[src/sv/value_noise_fbm_3d_defines.svh]
// Assertion macros shared by the value noise fBm RTL.
`ifndef VALUE_NOISE_FBM_3D_DEFINES_SVH
`define VALUE_NOISE_FBM_3D_DEFINES_SVH
`ifndef ASSERT_OFF
// Property checked on every rising edge outside reset.
`define VNFBM_ASSERT(lbl, clk, rst, prop) \
   lbl: assert property (@(posedge clk) disable iff (rst) prop) \
      else $error("vnfbm assertion failed");
// Property checked on every rising edge, reset included.
`define VNFBM_ASSERT_ALWAYS(lbl, clk, prop) \
   lbl: assert property (@(posedge clk) prop) \
      else $error("vnfbm assertion failed");
`else
`define VNFBM_ASSERT(lbl, clk, rst, prop)
`define VNFBM_ASSERT_ALWAYS(lbl, clk, prop)
`endif
`endif

[src/sv/vnfbm_pkg.sv]
// Types, constants and helper functions of the value noise fBm block.
`timescale 1ns / 1ps
package vnfbm_pkg;

   // Widths sized for up to sixteen octaves.
   localparam int SUM_W  = 40;
   localparam int NORM_W = 21;
   localparam int AMP_W  = 17;
   localparam int DEN_W  = NORM_W + 16;
   localparam int REM_W  = SUM_W + 14;
   localparam int QUO_W  = 17;

   // Lattice and hash constants.
   localparam logic [31:0] PRIME_X = 32'd73856093;
   localparam logic [31:0] PRIME_Y = 32'd19349663;
   localparam logic [31:0] PRIME_Z = 32'd83492791;
   localparam logic [31:0] MIX_A   = 32'h27d4eb2d;
   localparam logic [31:0] MIX_B   = 32'h85ebca6b;

   localparam logic [AMP_W-1:0] ONE_Q16  = 17'd65536;
   localparam logic [QUO_W-1:0] QUO_MAX  = 17'd32768;

   typedef enum logic [1:0] {
      REG_SEED    = 2'd0,
      REG_OCTAVES = 2'd1,
      REG_PERSIST = 2'd2,
      REG_LACUN   = 2'd3
   } reg_index_type;

   // One sample travelling along the octave chain.
   typedef struct packed {
      logic                     valid;
      logic                     mode;
      logic [31:0]              px;
      logic [31:0]              py;
      logic [31:0]              pz;
      logic [AMP_W-1:0]         amp;
      logic signed [SUM_W-1:0]  sum;
      logic [NORM_W-1:0]        norm;
   } oct_item_type;

   // One sample travelling along the divider chain.
   typedef struct packed {
      logic              valid;
      logic              neg;
      logic [REM_W-1:0]  rem;
      logic [DEN_W-1:0]  den;
      logic [QUO_W-1:0]  quo;
   } div_item_type;

   // Linear blend of two Q0.16 values with a weight of up to 1.0.
   function automatic logic [15:0] blend(input logic [15:0] a, input logic [15:0] b,
                                         input logic [AMP_W-1:0] w);
      logic [33:0] acc;
      acc = 34'(a) * 34'(ONE_Q16 - w) + 34'(b) * 34'(w);
      return acc[31:16];
   endfunction

   // Floor division by 65535 of a 32-bit value below 65536*65535, by folding and correcting.
   function automatic logic [15:0] div_max(input logic [31:0] x);
      logic [16:0] r0;
      logic [16:0] q;
      r0 = {1'b0, x[15:0]} + {1'b0, x[31:16]};
      q  = {1'b0, x[31:16]} + 17'(r0 >= 17'd65535) + 17'(r0 >= 17'd131070);
      return q[15:0];
   endfunction

endpackage

[src/sv/vnfbm_div_cell.sv]
// One restoring step of the normalising divider: decides one quotient bit.
`timescale 1ns / 1ps
module vnfbm_div_cell #(
   parameter int BIT = 0
) (
   input  logic                   clock,
   input  logic                   reset,
   input  logic                   en,
   input  vnfbm_pkg::div_item_type item_in,
   output vnfbm_pkg::div_item_type item_out
);

   vnfbm_pkg::div_item_type out_ff, out_in;
   logic [vnfbm_pkg::REM_W-1:0] cmp;

   // Subtract the shifted divisor where it fits.
   always_comb begin
      cmp    = vnfbm_pkg::REM_W'(item_in.den) << BIT;
      out_in = item_in;
      if (item_in.rem >= cmp) begin
         out_in.rem      = item_in.rem - cmp;
         out_in.quo[BIT] = 1'b1;
      end
   end

   always_ff @(posedge clock) begin
      if (reset) begin
         out_ff.valid <= 1'b0;
      end else if (en) begin
         out_ff <= out_in;
      end
   end

   assign item_out = out_ff;

endmodule

[config.mk]
export PLATFORM = sky130hd
export DESIGN_NAME = vnfbm_div_cell
export DESIGN_NICKNAME = d
export VERILOG_FILES = /design/src/sv/value_noise_fbm_3d_defines.svh /design/src/sv/vnfbm_pkg.sv /design/src/sv/vnfbm_div_cell.sv
export SDC_FILE = /design/constraint.sdc
export NUM_CORES = 1
export LEC_CHECK = 0
export ABC_AREA = 0
export BUFFER_PORTS_ARGS = -buffer_cell sky130_fd_sc_hd__buf_2
export CORE_MARGIN = 10
export CORE_UTILIZATION = 55
export CTS_CLUSTER_DIAMETER = 50
export CTS_CLUSTER_SIZE = 8
export DETAILED_ROUTE_END_ITERATION = 6
export GPL_TIMING_DRIVEN = 0
export PLACE_DENSITY = 0.9
export RECOVER_POWER = 50
export SYNTH_ARGS = -nofsm -noshare
export SYNTH_HDL_FRONTEND = slang
export SYNTH_SLANG_ARGS = --single-unit
[constraint.sdc]
create_clock -name clock -period 17.1 [get_ports clock]
set_clock_uncertainty 0.05 [all_clocks]
set_input_delay 1.71 -clock clock [delete_from_list [all_inputs] [get_ports clock]]
set_output_delay 1.71 -clock clock [all_outputs]
set_load 0.01 [all_outputs]
Word level (Yosys, flattened, before mapping)

Index checks and enable logic that the tools add are counted.

Memory bits (read-only): 0
Bits in registers: 110
Latch bits: 0
Memories: 0
Bits in writable memories: 0
Output and inout bits: 110

Multipliers: 0
Order comparisons: 1
Add/sub/neg operators: 1
Bitwise gates (word level): 1
Shift-type cells: 0
Equality and inequality tests: 0
Muxes and demuxes: 1
Div/mod/pow operators: 0
Reduce and logical (&&, ||, !) cells: 1

Operators with widths:

| operator                                     | count |
|---|---|
| greater-or-equal comparator 54 x 37 -> 1 bit | 1 |
| 2-to-1 mux 54 bit                            | 1 |
| subtractor 54 x 37 -> 54 bit                 | 1 |
| AND reduction 2 bit                          | 1 |
| NOT 1 bit                                    | 1 |

Logic depth before layout (Yosys ltp)

Word-level depth: 2
Depth in mapped cells: 13
Gate-level depth less buffers: 12

Worst setup path after synthesis

OpenSTA, ideal clock, no wires.

Path type: in2reg
Start point: input reset
End point: register out_ff, in the netlist item_out[0], enable pin
Required time: 16457 ps
Slack: 9903 ps
Stages: 1
Path buffers: 0
Arrival: 6554 ps
Path through: nor2b_1

Longest elaborated chain between the ends: 2

RTL lines:

| element                              | line                 | source |
|---|---|---|
| start: declaration                   | vnfbm_div_cell.sv:7  | `input logic reset,` |
| NOT 1 bit (no source line)           | --                   |  |
| AND reduction 2 bit (no source line) | --                   |  |
| end signal: assignment               | vnfbm_div_cell.sv:30 | `out_ff <= out_in;` |
| end: declaration                     | vnfbm_div_cell.sv:13 | `vnfbm_pkg::div_item_type out_ff, out_in;` |

Every way passes these cells.
A chain may end at the register's enable or synchronous reset.

==> Flow_metrics.wiki <==
{| class="wikitable"
! Metric !! Value
|-
| Count of placed standard cells in the final layout, fillers left out || 1072
|-
| Pin count of the biggest net entering global routing || 39
|-
| Total Neg Setup Slack || 0 ps
|-
| Final number of hold-violating endpoints || 0
|-
| Post-synth design cell area || 6770 sq um
|-
| Max-slew violation total from the final report || 0
|-
| Root buffer cell || sky130_fd_sc_hd__clkbuf_16
|-
| Clock network latency to the later pin of the worst-skew pair || 360 ps
|-
| Maximum clock frequency || 0.210 GHz
|-
| Number of stages on the worst hold path || 2
|-
| Post-route DRC || 0
|-
| Count of synthesis-stage warnings from yosys || 0
|-
| DP Cell Count || 1056
|-
| WP data arrival || 4810 ps
|-
| Hold WC Path Type || register to register
|-
| Area leader, netlist || sky130_fd_sc_hd__edfxtp_1
|-
| Crit. End Element || register
|-
| Count of cell types in the netlist || 62
|-
| Fraction of the yosys area taken by sequential cells || 48.6%
|-
| Maximum level of the CTS H-tree || 3
|-
| Number of detailed-route iterations in the first pass || 5
|-
| Max-cap violations || 0
|-
| Worst flop-to-flop path endpoint || item_out[109]$_SDFFE_PP0P_
|-
| Count of instances resized after the clock tree is built || 0
|-
| Count of buffers from port buffering || 220
|-
| Global routing met2 resource utilization || 37.3%
|-
| Area growth syn-to-layout || 23.0%
|-
| Critical register-to-register path startpoint || item_out[109]$_SDFFE_PP0P_
|-
| Number of nets produced by synthesis || 816
|-
| Flip-flop count of the largest register after layout || 110
|-
| Global routing usage summed across all routing layers || 23.0%
|-
| Most used routing layer || met2
|-
| Worst slew pin tran || 1450 ps
|-
| Lkg Pwr || 0.00332 uW
|-
| Starting DRT DRC Count || 529
|-
| Hold path startpoint || item_out[109]$_SDFFE_PP0P_
|-
| Post-synthesis area per instance || 10.2 sq um
|-
| Layout filler cell count || 990
|-
| Kind of start point of the critical path || input port
|-
| Post-DR vias/cell || 5.67
|-
| Avg WL per Cell || 18.8 microns
|-
| Vias in the first global route || 6076
|-
| Required time of the worst setup path || 17150 ps
|-
| Initial core utilization || 56.2%
|-
| CP Max Fanout || 10
|-
| Min-Delay Endpoint || item_out[109]$_SDFFE_PP0P_
|-
| Post-CTS clock slew at the launch and capture registers of the worst setup and hold paths || 70 ps
|-
| Yosys top cell area share || 48.3%
|-
| Die Outline Area || 17200 sq um
|-
| Total clock sinks || 110
|-
| Inserted Clock Buffers || 9
|-
| Wire length of the first global-routing pass || 30900 microns
|-
| Longest Clk Path Bufs || 2
|-
| Num rows || 40
|-
| Routing usage on met3 || 6.20%
|-
| Worst slack on hold paths || 460 ps
|-
| TritonCTS clock tree || yes
|-
| Post-DP HPWL || 16100 microns
|-
| Core Box Area || 12100 sq um
|-
| Routed vias || 6073
|-
| Final wirelength || 20200 microns
|-
| Fin crit period || 4760 ps
|-
| Number of I/O pins || 223
|-
| Post-CTS setup buffer count || 0
|-
| Number of antenna violations at the first check in global routing || 0
|-
| Run status || finished clean
|-
| Period utilization || 27.8%
|-
| Ratio of cells with drive above 1 in the final layout || 18.9%
|-
| Flops & latches, synth || 110
|-
| Slew Limit Headroom || 3.32%
|-
| Total congestion overflow after global routing || 0
|-
| CP Class || input port to register
|-
| R2r setup slk || 16460 ps
|-
| Horizontal die dimension || 131 microns
|-
| Setup-failing EPs final || 0
|-
| Number of buffers inserted for hold repair after clock tree synthesis || 0
|-
| Depth of the worst register-to-register path || 2
|-
| Net count, final || 1050
|-
| Setup repair after global routing missed its margin || false
|-
| CP startpoint || item_in[54]
|-
| Floorplan die height || 131 microns
|-
| Overall power consumption || 738 uW
|-
| Count of flip-flops with a built-in enable after synthesis || 109
|-
| Count of nets left with antenna violations after detail routing || 0
|-
| Ratio of total power to cell area || 88.6 nW/um^2
|-
| Cells after synthesis || 665
|-
| RePlAce Congestion || 0.960
|-
| Post-synth ARST share || 0%
|-
| Leading post-synthesis cells by cell area || sky130_fd_sc_hd__edfxtp_1 (48%), sky130_fd_sc_hd__ha_1 (6.8%), sky130_fd_sc_hd__a21oi_1 (6.1%)
|-
| Met1 track utilization from global routing || 29.0%
|-
| Post-synth top flop || sky130_fd_sc_hd__edfxtp_1
|-
| IR drop worst, VDD || 0.0472 mV
|-
| Pre-CTS setup slack || 12060 ps
|-
| Post-route setup slack || 12340 ps
|-
| Ant diodes || 0
|}
-- routing by layer --
layer | vias up | share of wire, %
li1 | 2922 | -
met1 | 2841 | 41
met4 | 0 | 2.0
met2 | 280 | 47
met5 | - | 0
met3 | 30 | 10
-- worst max-delay path: stages --
cell and delay [ps]:
sky130_fd_sc_hd__buf_2 110, sky130_fd_sc_hd__inv_1 50, sky130_fd_sc_hd__ha_1 150, sky130_fd_sc_hd__inv_1 60
sky130_fd_sc_hd__fa_1 430, sky130_fd_sc_hd__a211o_1 290, sky130_fd_sc_hd__a211oi_1 270, sky130_fd_sc_hd__o311ai_0 240
sky130_fd_sc_hd__and3b_1 260, sky130_fd_sc_hd__o211ai_2 220, sky130_fd_sc_hd__nand2_1 290, sky130_fd_sc_hd__buf_2 350
sky130_fd_sc_hd__mux2_1 380
-- where the power goes --
group | switching [uW] | internal, uW | total [uW]
combinational | 109 | 69.2 | 179
clock | 98.8 | 130 | 228
sequential | 5.44 | 326 | 331
total | 214 | 525 | 738
-- synthesized netlist by cell type (2+ instances only) --
master	instances
sky130_fd_sc_hd__or3_1	6
sky130_fd_sc_hd__edfxtp_1	109
sky130_fd_sc_hd__xor2_1	18
sky130_fd_sc_hd__mux2_2	2
sky130_fd_sc_hd__o22ai_1	3
sky130_fd_sc_hd__o2111ai_1	3
sky130_fd_sc_hd__inv_1	46
sky130_fd_sc_hd__o21a_1	9
sky130_fd_sc_hd__buf_2	13
sky130_fd_sc_hd__clkbuf_1	10
sky130_fd_sc_hd__o211ai_1	7
sky130_fd_sc_hd__xnor2_1	34
sky130_fd_sc_hd__ha_1	37
sky130_fd_sc_hd__a31oi_1	3
sky130_fd_sc_hd__nand2b_1	8
sky130_fd_sc_hd__nand2_1	40
sky130_fd_sc_hd__nor4_2	2
sky130_fd_sc_hd__and3_1	2
sky130_fd_sc_hd__nand4_1	20
sky130_fd_sc_hd__a21boi_0	5
sky130_fd_sc_hd__nor2_1	72
sky130_fd_sc_hd__o21ai_0	22
sky130_fd_sc_hd__nor3_1	15
sky130_fd_sc_hd__a21o_1	12
sky130_fd_sc_hd__nand3_1	14
sky130_fd_sc_hd__o31ai_2	2
sky130_fd_sc_hd__a211oi_1	3
sky130_fd_sc_hd__a211o_1	2
sky130_fd_sc_hd__a21oi_1	82
sky130_fd_sc_hd__o21bai_1	5
sky130_fd_sc_hd__nor2b_1	7
sky130_fd_sc_hd__nor4_1	9
sky130_fd_sc_hd__or4_1	4
sky130_fd_sc_hd__o21ai_1	3
sky130_fd_sc_hd__o211a_1	3
sky130_fd_sc_hd__mux2_1	5
sky130_fd_sc_hd__nand3b_1	2
sky130_fd_sc_hd__or2_2	2
-- layout by cell type, fill, tap and decap left out, types with 22 or more instances in the layout --
cell type and instances:
sky130_fd_sc_hd__inv_1 46, sky130_fd_sc_hd__o21ai_0 22, sky130_fd_sc_hd__clkbuf_1 110, sky130_fd_sc_hd__xnor2_1 34, sky130_fd_sc_hd__nand2_1 40, sky130_fd_sc_hd__buf_2 135
sky130_fd_sc_hd__a21oi_1 82, sky130_fd_sc_hd__ha_1 37, sky130_fd_sc_hd__edfxtp_1 109, sky130_fd_sc_hd__nor2_1 72
-- metrics by stage --
| step | cell area [sq um] | util [%] |
|---|---|---|
| detailed placement | 8160 | 67.7 |
| CTS | 8480 | 70.3 |
| finish | 8330 | 69.1 |
| global route | 8330 | 69.1 |
| floorplan | 6770 | - |
| global placement | 8090 | 67.0 |
-- area by class of cell --
cell class / count / area (sq um) / area share (%)
buffer: 25 / 121 / 1.46
clock buffer: 10 / 229 / 2.75
clock inverter: 6 / 95.1 / 1.14
inverter: 46 / 173 / 2.07
multi-input combinational: 484 / 3190 / 38.3
sequential: 110 / 3290 / 39.5
tap: 168 / 210 / 2.52
timing repair buffer: 223 / 1020 / 12.3
-- cell families after synthesis --
kind of cell	share of synthesized area, %
xor+xnor	6.72
fa+ha+maj	7.13
buf+inv	4.34
mux	1.31
flops	48.6
simple gates	15.3
compound gates	16.6
-- how the worst max path moves through the flow --
stage | to | slack, ps | cells past startpoint
2_1_floorplan | item_out[0]$_SDFFCE_PP1P_ | 9900 | 1
3_3_place_gp | item_out[68]$_DFFE_PP_ | 8230 | 2
3_5_place_dp | item_out[54]$_DFFE_PP_ | 12060 | 14
4_1_cts | item_out[54]$_DFFE_PP_ | 12430 | 14
5_1_grt | item_out[81]$_DFFE_PP_ | 12210 | 13
6_report | item_out[68]$_DFFE_PP_ | 12340 | 13
Note: power is estimated with default switching activity, not from simulation.
